--- src/rtl/core/vector_display_command_unit_defines.svh ---
// Assertion macros shared by the vector display command unit RTL.
`ifndef VECTOR_DISPLAY_COMMAND_UNIT_DEFINES_SVH
`define VECTOR_DISPLAY_COMMAND_UNIT_DEFINES_SVH

// Same-cycle implication, sampled on clk, quiet while arst_n is low
`define VDCU_ASSERT_IMP(lbl, ante, cons) \
	lbl: assert property (@(posedge clk) disable iff (!arst_n) (ante) |-> (cons)) \
		else $error("vdcu check failed");

// Next-cycle implication, sampled on clk, quiet while arst_n is low
`define VDCU_ASSERT_NXT(lbl, ante, cons) \
	lbl: assert property (@(posedge clk) disable iff (!arst_n) (ante) |=> (cons)) \
		else $error("vdcu check failed");

`endif

--- src/rtl/core/vdcu_pkg.sv ---
// Types, opcodes and word-count table for the vector display command unit.
`timescale 1ns / 1ps
`default_nettype none
package vdcu_pkg;

	// Opcodes of the first word
	localparam logic [31:0] OP_CLEAR    = 32'd0;
	localparam logic [31:0] OP_SET_POS  = 32'd1;
	localparam logic [31:0] OP_MOVE_POS = 32'd2;
	localparam logic [31:0] OP_SET_EXT  = 32'd3;
	localparam logic [31:0] OP_LINE     = 32'd4;
	localparam logic [31:0] OP_ARC      = 32'd5;
	localparam logic [31:0] OP_RECT     = 32'd6;
	localparam logic [31:0] OP_LINE_COL = 32'd7;
	localparam logic [31:0] OP_FILL_COL = 32'd8;
	localparam logic [31:0] OP_TEX_DRAW = 32'd9;
	localparam logic [31:0] OP_TEX_LOAD = 32'd10;
	localparam logic [31:0] OP_MAX      = OP_TEX_LOAD;

	// Primitive kinds
	localparam logic [2:0] KIND_CLEAR    = 3'd0;
	localparam logic [2:0] KIND_LINE     = 3'd1;
	localparam logic [2:0] KIND_ARC      = 3'd2;
	localparam logic [2:0] KIND_RECT     = 3'd3;
	localparam logic [2:0] KIND_TEX_DRAW = 3'd4;
	localparam logic [2:0] KIND_TEX_LOAD = 3'd5;

	// Buffer wraps after this many words
	localparam logic [1:0] BUF_WORDS = 2'd3;

	typedef struct packed {
		logic [2:0]         kind;
		logic signed [15:0] pos_x;
		logic signed [15:0] pos_y;
		logic signed [15:0] ext_x;
		logic signed [15:0] ext_y;
		logic [31:0]        rgba;
		logic               arc_vertical;
	} prim_t;

	// Words per command; zero for codes that never execute
	function automatic logic [1:0] op_words(input logic [31:0] op);
		logic [1:0] n;
		begin
			case (op)
				OP_CLEAR:    n = 2'd1;
				OP_SET_POS:  n = 2'd3;
				OP_MOVE_POS: n = 2'd3;
				OP_SET_EXT:  n = 2'd3;
				OP_LINE:     n = 2'd1;
				OP_ARC:      n = 2'd2;
				OP_RECT:     n = 2'd1;
				OP_LINE_COL: n = 2'd2;
				OP_FILL_COL: n = 2'd2;
				OP_TEX_DRAW: n = 2'd1;
				OP_TEX_LOAD: n = 2'd1;
				default:     n = 2'd0;
			endcase
			return n;
		end
	endfunction

endpackage
`default_nettype wire

--- src/rtl/core/vdcu_cmd.sv ---
// Command buffer, pen, extent and colour state; decodes each word into a primitive.
`timescale 1ns / 1ps
`default_nettype none
module vdcu_cmd (
	input  wire logic          clk,
	input  wire logic          arst_n,
	input  wire logic          step,
	input  wire logic [31:0]   word,
	output logic               prim_valid,
	output vdcu_pkg::prim_t    prim
);
	import vdcu_pkg::*;

	logic [31:0]        opcode_q;
	logic [31:0]        arg_q;
	logic [1:0]         idx_q;
	logic signed [15:0] pen_x_q;
	logic signed [15:0] pen_y_q;
	logic signed [15:0] ext_x_q;
	logic signed [15:0] ext_y_q;
	logic [31:0]        line_rgba_q;
	logic [31:0]        fill_rgba_q;

	logic [1:0]         idx_cur;
	logic [1:0]         idx_new;
	logic [31:0]        opcode_nx;
	logic [31:0]        arg_nx;
	logic               done;
	logic signed [15:0] a_lo;
	logic signed [15:0] b_lo;
	logic signed [15:0] adv_x;
	logic signed [15:0] adv_y;

	// Place this word in the buffer, wrapping after three words
	always_comb begin
		idx_cur   = (idx_q == BUF_WORDS) ? 2'd0 : idx_q;
		idx_new   = idx_cur + 2'd1;
		opcode_nx = (idx_cur == 2'd0) ? word : opcode_q;
		arg_nx    = (idx_cur == 2'd1) ? word : arg_q;
		done      = (opcode_nx <= OP_MAX) && (op_words(opcode_nx) == idx_new);
		a_lo      = arg_nx[15:0];
		b_lo      = word[15:0];
		adv_x     = pen_x_q + ext_x_q;
		adv_y     = pen_y_q + ext_y_q;
	end

	// Form the primitive of a completed drawing command
	always_comb begin
		prim_valid = 1'b0;
		prim       = '0;
		if (done) begin
			case (opcode_nx)
				OP_CLEAR: begin
					prim_valid = 1'b1;
					prim.kind  = KIND_CLEAR;
				end
				OP_LINE, OP_ARC, OP_RECT, OP_TEX_DRAW: begin
					prim_valid  = 1'b1;
					prim.pos_x  = pen_x_q;
					prim.pos_y  = pen_y_q;
					prim.ext_x  = ext_x_q;
					prim.ext_y  = ext_y_q;
					case (opcode_nx)
						OP_LINE: begin
							prim.kind = KIND_LINE;
							prim.rgba = line_rgba_q;
						end
						OP_ARC: begin
							prim.kind         = KIND_ARC;
							prim.rgba         = line_rgba_q;
							prim.arc_vertical = (arg_nx != 32'd0);
						end
						OP_RECT: begin
							prim.kind = KIND_RECT;
							prim.rgba = fill_rgba_q;
						end
						default: begin
							prim.kind = KIND_TEX_DRAW;
						end
					endcase
				end
				OP_TEX_LOAD: begin
					prim_valid = 1'b1;
					prim.kind  = KIND_TEX_LOAD;
					prim.ext_x = ext_x_q;
					prim.ext_y = ext_y_q;
				end
				default: begin
					prim_valid = 1'b0;
				end
			endcase
		end
	end

	// Hold state; advance buffer and execute on each accepted word
	always_ff @(posedge clk or negedge arst_n) begin
		if (!arst_n) begin
			opcode_q    <= '0;
			arg_q       <= '0;
			idx_q       <= '0;
			pen_x_q     <= '0;
			pen_y_q     <= '0;
			ext_x_q     <= '0;
			ext_y_q     <= '0;
			line_rgba_q <= '0;
			fill_rgba_q <= '0;
		end else if (step) begin
			opcode_q <= opcode_nx;
			arg_q    <= arg_nx;
			idx_q    <= done ? 2'd0 : idx_new;
			if (done) begin
				case (opcode_nx)
					OP_SET_POS: begin
						pen_x_q <= a_lo;
						pen_y_q <= b_lo;
					end
					OP_MOVE_POS: begin
						pen_x_q <= pen_x_q + a_lo;
						pen_y_q <= pen_y_q + b_lo;
					end
					OP_SET_EXT: begin
						ext_x_q <= a_lo;
						ext_y_q <= b_lo;
					end
					OP_LINE, OP_ARC, OP_RECT, OP_TEX_DRAW: begin
						pen_x_q <= adv_x;
						pen_y_q <= adv_y;
					end
					OP_LINE_COL: begin
						line_rgba_q <= arg_nx;
					end
					OP_FILL_COL: begin
						fill_rgba_q <= arg_nx;
					end
					default: begin
						pen_x_q <= pen_x_q;
					end
				endcase
			end
		end
	end

endmodule
`default_nettype wire

--- src/rtl/core/vdcu_out_reg.sv ---
// Result register holding one primitive until the consumer takes it.
`timescale 1ns / 1ps
`default_nettype none
module vdcu_out_reg (
	input  wire logic             clk,
	input  wire logic             arst_n,
	input  wire logic             load,
	input  wire vdcu_pkg::prim_t  prim_in,
	input  wire logic             take,
	output logic                  valid_q,
	output vdcu_pkg::prim_t       prim_q
);
	import vdcu_pkg::*;

	// Hold valid until the word is taken
	always_ff @(posedge clk or negedge arst_n) begin
		if (!arst_n) begin
			valid_q <= 1'b0;
		end else if (load) begin
			valid_q <= 1'b1;
		end else if (take) begin
			valid_q <= 1'b0;
		end
	end

	// Capture payload on load
	always_ff @(posedge clk) begin
		if (load) begin
			prim_q <= prim_in;
		end
	end

endmodule
`default_nettype wire

--- src/rtl/core/vector_display_command_unit.sv ---
// Path: a word accepted into the input register is decoded into the result register that drives out_valid.
// Throughput: one word per cycle, unless a primitive must wait on a stalled result register.
// A stalled result register holds the input register only when it carries a primitive.
// Reset (arst_n low, asynchronous): buffer, pen, extent and colours clear to zero,
// and both valid flags drop.
`timescale 1ns / 1ps
`default_nettype none
`include "vector_display_command_unit_defines.svh"
module vector_display_command_unit (
	input  wire logic               clk,
	input  wire logic               arst_n,
	input  wire logic               in_valid,
	output logic                    in_ready,
	input  wire logic [31:0]        word,
	output logic                    out_valid,
	input  wire logic               out_ready,
	output logic [2:0]              kind,
	output logic signed [15:0]      pos_x,
	output logic signed [15:0]      pos_y,
	output logic signed [15:0]      ext_x,
	output logic signed [15:0]      ext_y,
	output logic [31:0]             rgba,
	output logic                    arc_vertical
);
	import vdcu_pkg::*;

	logic        valid_s1;
	logic [31:0] word_s1;
	logic        prim_valid;
	prim_t       prim;
	prim_t       prim_q;
	logic        out_free;
	logic        adv_s1;
	logic        load_out;

	// Advance stage 1 unless its primitive has nowhere to go
	assign out_free = !out_valid || out_ready;
	assign adv_s1   = valid_s1 && (!prim_valid || out_free);
	assign load_out = adv_s1 && prim_valid;
	assign in_ready = !valid_s1 || adv_s1;

	// Input register
	always_ff @(posedge clk or negedge arst_n) begin
		if (!arst_n) begin
			valid_s1 <= 1'b0;
		end else if (in_ready) begin
			valid_s1 <= in_valid;
		end
	end

	always_ff @(posedge clk) begin
		if (in_ready && in_valid) begin
			word_s1 <= word;
		end
	end

	vdcu_cmd u_cmd (
		.clk        (clk),
		.arst_n     (arst_n),
		.step       (adv_s1),
		.word       (word_s1),
		.prim_valid (prim_valid),
		.prim       (prim)
	);

	vdcu_out_reg u_out (
		.clk     (clk),
		.arst_n  (arst_n),
		.load    (load_out),
		.prim_in (prim),
		.take    (out_ready),
		.valid_q (out_valid),
		.prim_q  (prim_q)
	);

	assign kind         = prim_q.kind;
	assign pos_x        = prim_q.pos_x;
	assign pos_y        = prim_q.pos_y;
	assign ext_x        = prim_q.ext_x;
	assign ext_y        = prim_q.ext_y;
	assign rgba         = prim_q.rgba;
	assign arc_vertical = prim_q.arc_vertical;

	// An empty input stage always takes a word
	`VDCU_ASSERT_IMP(a_empty_ready, !valid_s1, in_ready)
	// Never overwrite a primitive still waiting at the output
	`VDCU_ASSERT_IMP(a_no_overwrite, out_valid && !out_ready, !load_out)
	// A loaded primitive shows up on the next cycle
	`VDCU_ASSERT_NXT(a_load_shows, load_out, out_valid)

endmodule
`default_nettype wire
--- config.mk ---
export PLATFORM = sky130hd
export DESIGN_NAME = vector_display_command_unit
export DESIGN_NICKNAME = d
export VERILOG_FILES = /design/src/rtl/core/vdcu_pkg.sv /design/src/rtl/core/vdcu_cmd.sv /design/src/rtl/core/vdcu_out_reg.sv /design/src/rtl/core/vector_display_command_unit.sv
export VERILOG_INCLUDE_DIRS = /design/src /design/src/rtl/core
export SDC_FILE = /design/constraint.sdc
export NUM_CORES = 1
export LEC_CHECK = 0
export BUFFER_PORTS_ARGS = -buffer_cell sky130_fd_sc_hd__buf_2
export CORE_ASPECT_RATIO = 1.2
export CORE_MARGIN = 8
export CORE_UTILIZATION = 39
export CTS_CLUSTER_DIAMETER = 80
export DETAILED_ROUTE_END_ITERATION = 10
export GPL_TIMING_DRIVEN = 0
export PLACE_DENSITY = 0.66
export SYNTH_ARGS = -nofsm -noshare
export SYNTH_HDL_FRONTEND = slang
export SYNTH_SLANG_ARGS = --single-unit
--- constraint.sdc ---
create_clock -name clk -period 10.2 [get_ports clk]
set_input_delay 2.55 -clock clk [delete_from_list [all_inputs] [get_ports clk]]
set_output_delay 2.55 -clock clk [all_outputs]
set_load 0.005 [all_outputs]
Word-level counts from Yosys, hierarchy flattened

Memory sizes are Yosys's and may differ from the RTL's.
Cells that the tools add are included.

Output and inout bits: 102
Latch bits: 0
Bits in writable memories: 0
Memories: 1
Memory bits (read-only): 32
Input bits: 36
Bits in registers: 328
Word-level logic and storage cells: 80

Memories:

| name            | words | width | rd ports | clocked after memory_dff | write ports | line           | RTL |
|---|---|---|---|---|---|---|---|
| (no name shown) | 16    | 2     | 1        | 0                        | 0           | vdcu_pkg.sv:45 | `case (op)` |

Equality and inequality tests: 13
Shift operators: 0
Muxes and demuxes: 14
$add $sub $neg: 5
Bitwise operators: 0
Reduce and logical (&&, ||, !) cells: 27
Div/mod/pow operators: 0
Order comparisons: 1
Multipliers: 0

Operator list:

| operator                                                                          | number |
|---|---|
| 32-bit by 3-bit equality test with 1-bit output, second input constant            | 4 |
| 32-bit by 4-bit equality test with 1-bit output, second input constant            | 3 |
| 16-bit case mux with 3 select lines                                               | 2 |
| 16-bit adder                                                                      | 4 |
| 32-bit by 2-bit equality test with 1-bit output, second input constant            | 2 |
| 32-bit 2-to-1 mux                                                                 | 2 |
| 32-bit case mux with 2 select lines                                               | 1 |
| 32-bit by 1-bit equality test with 1-bit output, second input constant            | 1 |
| 32-bit by 4-bit less-or-equal comparator with 1-bit output, second input constant | 1 |
| 32-bit logical NOT                                                                | 1 |
| 32-bit nonzero test                                                               | 1 |
| 28-bit logical NOT                                                                | 1 |
| 3-bit AND reduction                                                               | 5 |
| 3-bit case mux with 3 select lines                                                | 1 |
| 2-bit 2-to-1 mux                                                                  | 3 |
| 3-bit case mux with 2 select lines                                                | 1 |
| 6-bit OR reduction                                                                | 1 |
| 5-bit OR reduction                                                                | 1 |
| 1-bit logical AND                                                                 | 4 |
| 1-bit 2-to-1 mux                                                                  | 4 |
| 2-bit AND reduction                                                               | 2 |
| 4-bit OR reduction                                                                | 1 |
| 1-bit logical NOT                                                                 | 3 |
| 1-bit logical OR                                                                  | 3 |
| other kinds (8)                                                                   | 8 |

Longest topological paths before layout

Gate-level depths: netlist of run 1.

Word-level depth: 14
Depth in mapped cells: 22
Mapped depth without buffers: 18

Modules after synthesis

A second synthesis of run 1 with hierarchy kept.

Cells, all modules: 1288
Area, all modules: 15094.5 µm²

By module, submodules not included:

| module                      | cells an instance | sequential area each (µm²) | area each (µm²) | instances |
|---|---|---|---|---|
| vdcu_cmd                    | 1145              | 4854.7                     | 11011.8         | 1 |
| vdcu_out_reg                | 103               | 3027.9                     | 3039.2          | 1 |
| vector_display_command_unit | 40                | 985.9                      | 1043.5          | 1 |

Least setup slack after synthesis of run 1

OpenSTA, ideal clock, no wires.

Kind: in2reg
From: input port out_ready
To: register, netlist name u_out.prim_q[0]
Library setup time: 0.640 ns
Slack: 0.314 ns
Cell stages on the path: 7
Buffers on the path: 1
Required time: 9.560 ns
Arrival time: 9.246 ns
Cell sequence: inv_1 > o311a_1 > o221ai_1 > or3_1 > clkbuf_1 > nand3_1 > a2111oi_2

Word-level cells in the longest chain between the ends: 4

RTL lines:

| element            | line                              | RTL |
|---|---|---|
| start: declaration | vector_display_command_unit.sv:16 | `input wire logic out_ready,` |
| 1-bit logical OR   | vector_display_command_unit.sv:37 | `assign out_free = !out_valid \|\| out_ready;` |
| 1-bit logical OR   | vector_display_command_unit.sv:38 | `assign adv_s1 = valid_s1 && (!prim_valid \|\| out_free);` |
| 1-bit logical AND  | vector_display_command_unit.sv:38 |  |
| 1-bit logical AND  | vector_display_command_unit.sv:39 | `assign load_out = adv_s1 && prim_valid;` |
| net load_out       | vector_display_command_unit.sv:34 | `logic load_out;` |

The timed path passes the listed nets, and every way through them passes these cells.
A chain may end at the register's enable or synchronous reset.

Worst setup path after layout of run 1

From: input port out_ready
To: output port in_ready

Word-level cells in the longest chain between the ends: 4

RTL lines:

| element           | line                              | RTL |
|---|---|---|
| 1-bit logical OR  | vector_display_command_unit.sv:37 |  |
| 1-bit logical OR  | vector_display_command_unit.sv:38 |  |
| 1-bit logical AND | vector_display_command_unit.sv:38 |  |
| 1-bit logical OR  | vector_display_command_unit.sv:40 | `assign in_ready = !valid_s1 \|\| adv_s1;` |
| end: declaration  | vector_display_command_unit.sv:13 | `output logic in_ready,` |

Every way passes these cells.

==> flow_summary.ini, run 1 <==
[synthesis]
yosys.area.top_type = dfrtp_1
yosysTopAreaCellShare_pct = 32.2
synthTopCellsByCount = dfrtp_1 (196), nand2_1 (160), edfxtp_1 (132)
synthAdderAreaFrac_pct = 3.22
synth_edf_count = 132
syn_area_sq_um = 15200
avgSynthCellArea_sq_um = 11.4
synth_xor_xnor_area_share_pct = 1.32
yosys.cell_count.top_type = dfrtp_1
yosysSeqAreaShare_pct = 58.2
synth_mux_area_share_pct = 7.86
synth-async-reset-ratio_pct = 59.8
synth_top_family_by_area = simple AND/OR/NAND/NOR gates
synth-simple-area-share_pct = 14.3
synth_nets = 1406
yosys_most_used_dff = dfrtp_1
yosysUniqueCellTypes = 68
synth_compound_area_share_pct = 12.4
netlist_instances = 1332
ys_seq_elements = 328
ys_top_cells_by_area = dfrtp_1 (32%), edfxtp_1 (26%), mux2_2 (4.7%), nand2_1 (3.9%), ha_1 (3.0%)
ys_warn_count = 0

[clock_tree]
worstSkewPairLatency_ps = 540
post_cts_buffers = 0
cts_resized = 0
clkTransAtPathRegs_ps = 60
h-tree-depth = 2
cts_buffers = 35
cts_tree = built
cts_root_buf = clkbuf_16
hold_buffers = 0
clkSinkCount = 328
clockBufferDepth = 3

[min_path]
hp-class = reg -> reg

[timing]
slew-limit-headroom_pct = 27.2
period_needed_ps = 6750
worst_pin_slew_ps = 1060
clock_skew_ps = 25.1
max_freq_mhz = 148
slew_viol_final = 0
period_share_pct = 66.2
rsz0062_at_grt = no
hold_viol = 0
setup_viol_count_final = 0

[global_routing]
grt_pass1_vias = 11401
grt_pass1_wl_mm = 65.1
grt.total_usage_pct = 18.1
grt.overflow.total = 0
grt_start_max_net_pins = 100
antenna_found_initial = 0

[power_and_ir_drop]
p_leak_nw = 8.02
power_frac_comb_pct = 23.4
power_density_nw_per_um2 = 209
p_int_mw = 2.55
p_seq_share_pct = 43.2
max-vdd-ir-drop_mv = 0.0987
sw_frac_of_total_pct = 31.4
clkPwrFrac_pct = 33.3
power_mw = 3.72
p_switching_mw = 1.17

[cells_and_area]
layout-drive-gt1-share_pct = 22.6
finalNetCount = 1588
final_cells = 2067
syn_to_final_growth_pct = 17.1
diodes = 0

[worst_setup_path]
critPathKind = in -> out
cp.required_ps = 7650
crit_path_end_kind = output port
critPathCapture = in_ready
r2r_slack_ps = 4190
r2r_cells = 20
rr_startpoint = u_cmd.idx_q[0]
cp_data_arrival_time_ps = 4200
startpoint = out_ready
r2r-end = u_cmd.pen_y_q[15]
worstSetupStartpointType = primary input
crit_path_max_fanout = 7

[placed_design]
place_congestion = 0.902
hpwl_mm = 30.1
dpl.cell_count = 2003
portBuffers = 137

[die]
num_rows = 79
die_area_sq_um = 45700
die_w_um = 196
die_y_um = 233
io-pin-count = 138
core_area_sq_um = 38600
initial_core_util_pct = 39.4

[drt]
route.detailed.drc = 0
post_drt_wl_per_cell_um = 20.0
ant_nets = 0
vias = 11186
dr.pass1.iters = 5
viasPerCell = 5.41
drtIter0Drc = 1066
wl_mm = 41.4

[status]
outcome = finished clean

[flow_run]
max-cap-violations = 0
-- layer usage --
layer / share of wire, % / track usage, %
met4: 3.9 / 7.75
met2: 48 / 29.8
met1: 43 / 23.5
met3: 5.8 / 2.79
met5: 0 / 0
-- critical path, stage by stage --
cell	delay, ps
buf_2	100
inv_1	100
o311a_1	170
o221ai_1	120
or3_1	330
clkbuf_1	210
or3_1	470
buf_2	160
-- final cells by class --
cell class                 instances  area (sq um)
buffer                            72           367
clock buffer                      48           977
clock inverter                    16           134
fill                            3590         20800
inverter                          10          37.5
multi-input combinational        922          5990
sequential                       328          8870
tap                              526           658
timing repair buffer             145           810
-- power groups by stage --
stage                     registers [mW]  logic [mW]  clock network, mW
after floorplan                     1.59       0.633                  0
after global placement              1.63       0.834                  0
after detailed placement            1.63       0.863                  0
after CTS                           1.61       0.866               1.27
after global routing                1.62       0.946               1.32
final                               1.61       0.872               1.24
-- worst min-delay path by stage --
| stage | endpoint | start | depth (start not counted) | slack (ps) |
|---|---|---|---|---|
| floorplan | u_cmd.idx_q[1] | u_cmd.idx_q[1] | 2 | 450 |
| global placement | u_cmd.idx_q[1] | u_cmd.idx_q[1] | 2 | 460 |
| detailed placement | u_cmd.fill_rgba_q[30] | u_cmd.fill_rgba_q[30] | 2 | 470 |
| CTS | u_cmd.fill_rgba_q[30] | u_cmd.fill_rgba_q[30] | 2 | 480 |
| global route | u_cmd.fill_rgba_q[6] | u_cmd.fill_rgba_q[6] | 2 | 500 |
| finish | u_cmd.fill_rgba_q[6] | u_cmd.fill_rgba_q[6] | 2 | 480 |
-- state kept, by name, indices dropped and copies added, names as in the netlist --
signal,count
u_cmd.line_rgba_q,32
u_cmd.idx_q,2
u_out.valid_q,1
u_cmd.ext_y_q,16
u_cmd.fill_rgba_q,32
word_s1,32
valid_s1,1
u_cmd.pen_y_q,16
u_out.prim_q,100
u_cmd.opcode_q,32
u_cmd.ext_x_q,16
u_cmd.arg_q,32
u_cmd.pen_x_q,16
-- stage by stage --
step | area [sq um] | util (%) | worst slack [ps] | setup TNS (ps) | hold WS (ps)
floorplan | 15200 | - | 314 | 0 | 449
global placement | 16600 | 42.9 | -2770 | -278190 | 461
detailed placement | 16700 | 43.3 | 3480 | 0 | 471
CTS | 17800 | 46.2 | 3460 | 0 | 484
global route | 17800 | 46.2 | 3350 | 0 | 504
finish | 17800 | 46.2 | 3450 | 0 | 480
-- cell families (layout without fill, tap and decap cells) --
logic type	after synthesis	count (layout)
compound gates	299	299
xor+xnor	23	23
fa+ha+maj	38	38
buf+inv	82	291
flops	328	328
mux	111	111
simple gates	451	451
-- cell usage in the layout (no fill, tap or decap), types with 16 or more instances in the layout --
cell,synthesis,layout
nor2_1,112,112
nand2_1,160,160
clkbuf_16,0,37
dfrtp_1,196,196
nor3_1,16,16
mux2i_1,44,44
ha_1,36,36
buf_2,5,141
mux2_2,63,63
and3_1,32,32
nor2_2,28,28
a21oi_1,75,75
edfxtp_1,132,132
xnor2_1,16,16
clkbuf_1,49,59
and2_1,35,34
o21ai_0,89,89
a22oi_1,34,34
a21oi_2,28,28
Note: power is estimated with default switching activity, not from simulation.
==> run 2, diff against run 1 <==
--- a/config.mk
+++ b/config.mk
@@ -13,7 +13,7 @@
 export CTS_CLUSTER_DIAMETER = 80
 export DETAILED_ROUTE_END_ITERATION = 10
 export GPL_TIMING_DRIVEN = 0
-export PLACE_DENSITY = 0.66
+export PLACE_DENSITY = 0.68
 export SYNTH_ARGS = -nofsm -noshare
 export SYNTH_HDL_FRONTEND = slang
 export SYNTH_SLANG_ARGS = --single-unit
==> constraint.sdc (replaced) <==
create_clock -name clk -period 5.9 [get_ports clk]
set_input_delay 1.475 -clock clk [delete_from_list [all_inputs] [get_ports clk]]
set_output_delay 1.475 -clock clk [all_outputs]
set_load 0.005 [all_outputs]
==> run 2 against run 1 <==
Cell count is the same. Sequential power grew 73%. First-iteration DRC count shrank 22%. Sequential cell count is the same. Cell area grew 0.90%. Combinational power grew 74%. Clock skew shrank 2.4 ps. Critical endpoint is now u_cmd.pen_y_q[15].
==> flow_summary.ini, run 2 (synthesis results as in run 1) <==
[clock_tree]
h-tree-depth = 2
worstSkewPairLatency_ps = 530
cts_buffers = 35
cts_root_buf = clkbuf_16
clkTransAtPathRegs_ps = 60
cts_tree = built
clockBufferDepth = 3
clkSinkCount = 328

[timing]
rsz0062_at_grt = yes
max_freq_mhz = 178
slew-limit-headroom_pct = 25.7
slew_viol_final = 0
fin_hold_ws_ps = 478
period_needed_ps = 5610
clock_skew_ps = 22.7
period_share_pct = 95.0
setup_viol_count_final = 0
worst_pin_slew_ps = 1080
hold_viol = 0
setup_tns_ps = 0
finalWorstSetupSlack_ps = 294

[worst_setup_path]
crit_buf_inv = 4
critPathTopFamily = simple AND/OR/NAND/NOR gates
cp_slowest_cell = or4b_2
worstSetupStartpointType = flip-flop
path_cells = ha_4 -> buf_6 -> mux2i_1 -> clkbuf_1 -> nor4_1 -> o211a_1 -> and2_1 -> clkbuf_2 -> clkbuf_1 -> nand2_1 -> nand2_1 -> ha_1 -> nor3_1 -> o211ai_1 -> nand3_1 -> a31oi_1 -> or4b_2 -> and4_1 -> o22ai_1 -> a21o_1
r2r_slack_ps = 290
cp.required_ps = 6360
crit_path_max_fanout = 10
cp_data_arrival_time_ps = 6070
cpPeakStageDelay_ps = 650
crit_path_end_kind = flip-flop
critPathKind = reg -> reg

[global_routing]
grt_start_max_net_pins = 104
grt.total_usage_pct = 17.7
antenna_found_initial = 0
grt_pass1_wl_mm = 63.5
grt_pass1_vias = 11107
grt.overflow.total = 0

[drt]
wl_mm = 41.0
dr.pass1.iters = 5
drtIter0Drc = 835
route.detailed.drc = 0
viasPerCell = 5.36
vias = 11070
ant_nets = 0
post_drt_wl_per_cell_um = 19.8

[placed_design]
dp_slack_ps = 129
hpwl_mm = 29.8
dpl.cell_count = 2004
dpl_cell_area_sq_um = 16800
place_congestion = 0.905
portBuffers = 137

[cells_and_area]
largest_reg_flops = 100
syn_to_final_growth_pct = 18.1
most-common-layout-cells = dfrtp_1 (196), nand2_1 (160), buf_2 (140)
final_cells = 2067
layout-drive-gt1-share_pct = 23.3
final_core_util_pct = 46.6
top_register = u_out.prim_q
fin_area_sq_um = 18000
finalNetCount = 1588
diodes = 0
fillCellCount = 3574
layout_commonest_cell = dfrtp_1

[power_and_ir_drop]
p_leak_nw = 8.10
max-vdd-ir-drop_mv = 0.229
power_density_nw_per_um2 = 367
power_mw = 6.61

[die]
initial_core_util_pct = 39.4
num_rows = 79
die_y_um = 233
core_area_sq_um = 38600
io-pin-count = 138
die_area_sq_um = 45700
die_w_um = 196

[min_path]
hp-class = reg -> reg

[flow_run]
max-cap-violations = 0

[status]
outcome = finished clean
[run 2: layer usage]
| layer | vias to the layer above | GRT usage (%) | wire length, um |
|---|---|---|---|
| met3 | 87 | 3.38 | 2500 |
| met2 | 327 | 29.2 | 19600 |
| met5 | - | 0 | 0 |
| li1 | 5175 | - | - |
| met1 | 5481 | 22.4 | 17400 |
| met4 | 0 | 7.54 | 1560 |
[run 2: path summary, 6_finish.rpt]
kind,start,end,cells past startpoint
max,u_cmd.idx_q[0],u_cmd.pen_y_q[15],20
min,u_cmd.fill_rgba_q[3],u_cmd.fill_rgba_q[3],2
max reg2reg,u_cmd.idx_q[0],u_cmd.pen_y_q[15],20
min reg2reg,u_cmd.fill_rgba_q[3],u_cmd.fill_rgba_q[3],2
max in group asynchronous,arst_n,u_cmd.pen_x_q[4],2
min in group asynchronous,arst_n,u_cmd.arg_q[26],1
[run 2: power breakdown]
part	total [mW]	leakage, nW	internal, mW	switching [mW]
clock network	2.31	0.591	1.40	0.911
registers	2.79	4.08	2.61	0.178
logic	1.52	3.43	0.595	0.922
[run 2: timing repair]
item                                    CTS  global route
endpoints found under the hold margin     0             0
hold buffers                              0             0
resized for setup                         0             5
setup buffers                             0             0
endpoints found under the setup margin    0             7
[run 2: final cells by class]
type	count	area, sq um	share of cell area (%)
sequential	328	8870	49.3
clock buffer	46	980	5.44
clock inverter	18	235	1.31
timing repair buffer	146	821	4.56
tap	526	658	3.66
inverter	10	37.5	0.209
multi-input combinational	922	6030	33.5
buffer	71	373	2.07
[run 2: worst reg2reg max path: cells and delay by family (launching register included)]
kind,cells,cell delay (ps)
AO/OA/AOI/OAI,5,970
AND/OR/NAND/NOR,8,2120
multiplexers,1,370
flip-flops,1,420
adder cells (fa/ha/maj),2,540
buffers and inverters,4,1120
==> run 3, diff against run 2 <==
--- a/config.mk
+++ b/config.mk
@@ -6,6 +6,7 @@
 export SDC_FILE = /design/constraint.sdc
 export NUM_CORES = 1
 export LEC_CHECK = 0
+export ABC_AREA = 1
 export BUFFER_PORTS_ARGS = -buffer_cell sky130_fd_sc_hd__buf_2
 export CORE_ASPECT_RATIO = 1.2
 export CORE_MARGIN = 8
==> run 3 against run 2 <==
Sequential cell count did not move. Clock power decreased by 6%. Worst hold slack gained 2.5 ps. Sequential power decreased by 2%. Power rose by 7.8%. Global-route usage increased by 1.3 points. Synthesized cell count increased by 40%. Register-to-register slack better by 430 ps. Cell count rose by 26%. Clock-buffer cell count did not move. Wire length increased by 13%. Highest routed layer unchanged.
==> flow_summary.ini, run 3 <==
[status]
outcome = finished clean

[cells_and_area]
final_core_util_pct = 45.9
syn_to_final_growth_pct = 16.0
diodes = 0
layout-drive-gt1-share_pct = 15.6
most-common-layout-cells = nand2_1 (509), inv_1 (223), dfrtp_1 (196)
top_register = u_out.prim_q
finalNetCount = 2116
fillCellCount = 3998
fin_area_sq_um = 18700
layout_commonest_cell = nand2_1
largest_reg_flops = 100

[flow_run]
max-cap-violations = 0

[drt]
ant_nets = 0
vias = 13038
viasPerCell = 5.00
route.detailed.drc = 0
drtIter0Drc = 1003
dr.pass1.iters = 6
post_drt_wl_per_cell_um = 17.9
wl_mm = 46.5

[synthesis]
synthTopCellsByCount = nand2_1 (510), inv_1 (225), dfrtp_1 (196)
synth_edf_count = 132
yosys.area.top_type = dfrtp_1
avgSynthCellArea_sq_um = 8.65
ys_warn_count = 0
syn_area_sq_um = 16100
yosysTopAreaCellShare_pct = 30.4
ys_top_cells_by_area = dfrtp_1 (30%), edfxtp_1 (25%), nand2_1 (12%), o21ai_0 (5.7%), inv_1 (5.2%)
netlist_instances = 1864
yosys_most_used_dff = dfrtp_1
synth-async-reset-ratio_pct = 59.8
synth_nets = 1938
yosysSeqAreaShare_pct = 55.0
yosysUniqueCellTypes = 47
yosys.cell_count.top_type = nand2_1
ys_seq_elements = 328

[die]
num_rows = 81
io-pin-count = 138
die_y_um = 239
die_area_sq_um = 48100
initial_core_util_pct = 39.6
core_area_sq_um = 40700
die_w_um = 202

[global_routing]
grt.total_usage_pct = 19.0
grt_util_met2_pct = 33.4
busiest_layer = met2
grt_pass1_vias = 12909
use_met1_pct = 23.5
antenna_found_initial = 0
grt.overflow.total = 0
grt_pass1_wl_mm = 72.7
grt_start_max_net_pins = 117
met3_usage_pct = 2.78

[clock_tree]
cts_root_buf = clkbuf_16
hold_buffers = 0
post_cts_buffers = 0
clkTransAtPathRegs_ps = 60
clkSinkCount = 328
h-tree-depth = 2
cts_tree = built
clockBufferDepth = 3
cts_buffers = 35
worstSkewPairLatency_ps = 540

[timing]
rsz0062_at_grt = no
setup_viol_count_final = 0
period_share_pct = 94.4
hold_viol = 0
clock_skew_ps = 16.6
slew_viol_final = 0
max_freq_mhz = 180
slew-limit-headroom_pct = 15.1
period_needed_ps = 5570
worst_pin_slew_ps = 1260

[placed_design]
dpl_cell_area_sq_um = 17600
place_congestion = 0.917
portBuffers = 137
hpwl_mm = 34.7

[worst_setup_path]
r2r_cells = 28
r2r-end = u_cmd.pen_x_q[12]
r2r_slack_ps = 720
crit_path_max_fanout = 10
startpoint = u_cmd.idx_q[0]
critPathKind = reg -> out
crit_path_end_kind = output port
cp.required_ps = 4430
cp_data_arrival_time_ps = 4100
rr_startpoint = u_cmd.idx_q[0]
critPathCapture = in_ready
worstSetupStartpointType = flip-flop

[power_and_ir_drop]
max-vdd-ir-drop_mv = 0.255
power_mw = 7.13
p_leak_nw = 8.22
power_density_nw_per_um2 = 381

[min_path]
hp-class = reg -> reg
[run 3: final cells by class]
class	instances	area (sq um)	share of cell area, %
flip-flops and latches	328	8870	47.4
clock inverters	17	143	0.763
inverters	277	1040	5.57
multi-input cells	1180	5780	30.9
repair buffers	141	786	4.20
plain buffers	79	435	2.33
clock buffers	46	970	5.18
well taps	539	674	3.61
[run 3: where the power goes]
group,switching (mW),internal [mW],leakage (nW)
Combinational,1.55,0.668,4.45
Clock,0.931,1.25,0.544
Sequential,0.130,2.60,3.22
[run 3: metrics by stage]
step                hold WS [ps]  setup slack, ps  TNS, ps  cells
finish                       481              329        0   2607
global route                 499             54.8        0   2607
CTS                          482              108        0   2606
detailed placement           466              699        0   2543
global placement             460            -1000   -97810   2540
floorplan                    448              997        0   1864
[run 3: cells by family after synthesis]
family | after synthesis | share of synthesized area [%]
AOI/OAI and AO/OA | 376 | 12.8
xor gates and xnor gates | 25 | 1.36
adders and majority gates | 38 | 3.04
buffers and inverters | 356 | 9.15
DFF | 328 | 55.0
muxes | 3 | 0.186
and+or+nand+nor | 738 | 18.5
[run 3: how the worst min path moves through the flow]
| stage | start | to | slack (ps) | cells after the start |
|---|---|---|---|---|
| after floorplan | u_cmd.arg_q[0] | u_cmd.arg_q[0] | 450 | 2 |
| after global placement | u_cmd.arg_q[9] | u_cmd.arg_q[9] | 460 | 2 |
| after detailed placement | u_cmd.opcode_q[9] | u_cmd.opcode_q[9] | 470 | 2 |
| after CTS | u_cmd.opcode_q[9] | u_cmd.opcode_q[9] | 480 | 2 |
| after global routing | u_cmd.arg_q[4] | u_cmd.arg_q[4] | 500 | 2 |
| final | u_cmd.opcode_q[9] | u_cmd.opcode_q[9] | 480 | 2 |
[run 3: repair_timing]
action                                 4_1_cts  5_1_grt
setup endpoints to repair                    0        1
endpoints found under the hold margin        0        0
gates resized for setup                      0        2
[run 3: worst max-delay path, stage by stage (launching register included)]
cell     delay [ps]
dfrtp_1         410
ha_1            360
inv_2           120
buf_2           260
nand2_1         100
nand2_1          90
nand2_1          70
nor2_1          110
nand2_1          80
nor2_2          200
buf_4           200
nand2_1         120
nor2_1          160
nand2_1         100
nand2_1         130
nand2_2         230
o21a_2          290
o21ai_0         170
nand3_1         190
buf_2           180
[run 3: routing by layer]
metal	up-vias	share of wire (%)
li1	6346	-
met4	0	3.3
met3	83	4.7
met2	380	50
met5	-	0
met1	6229	42
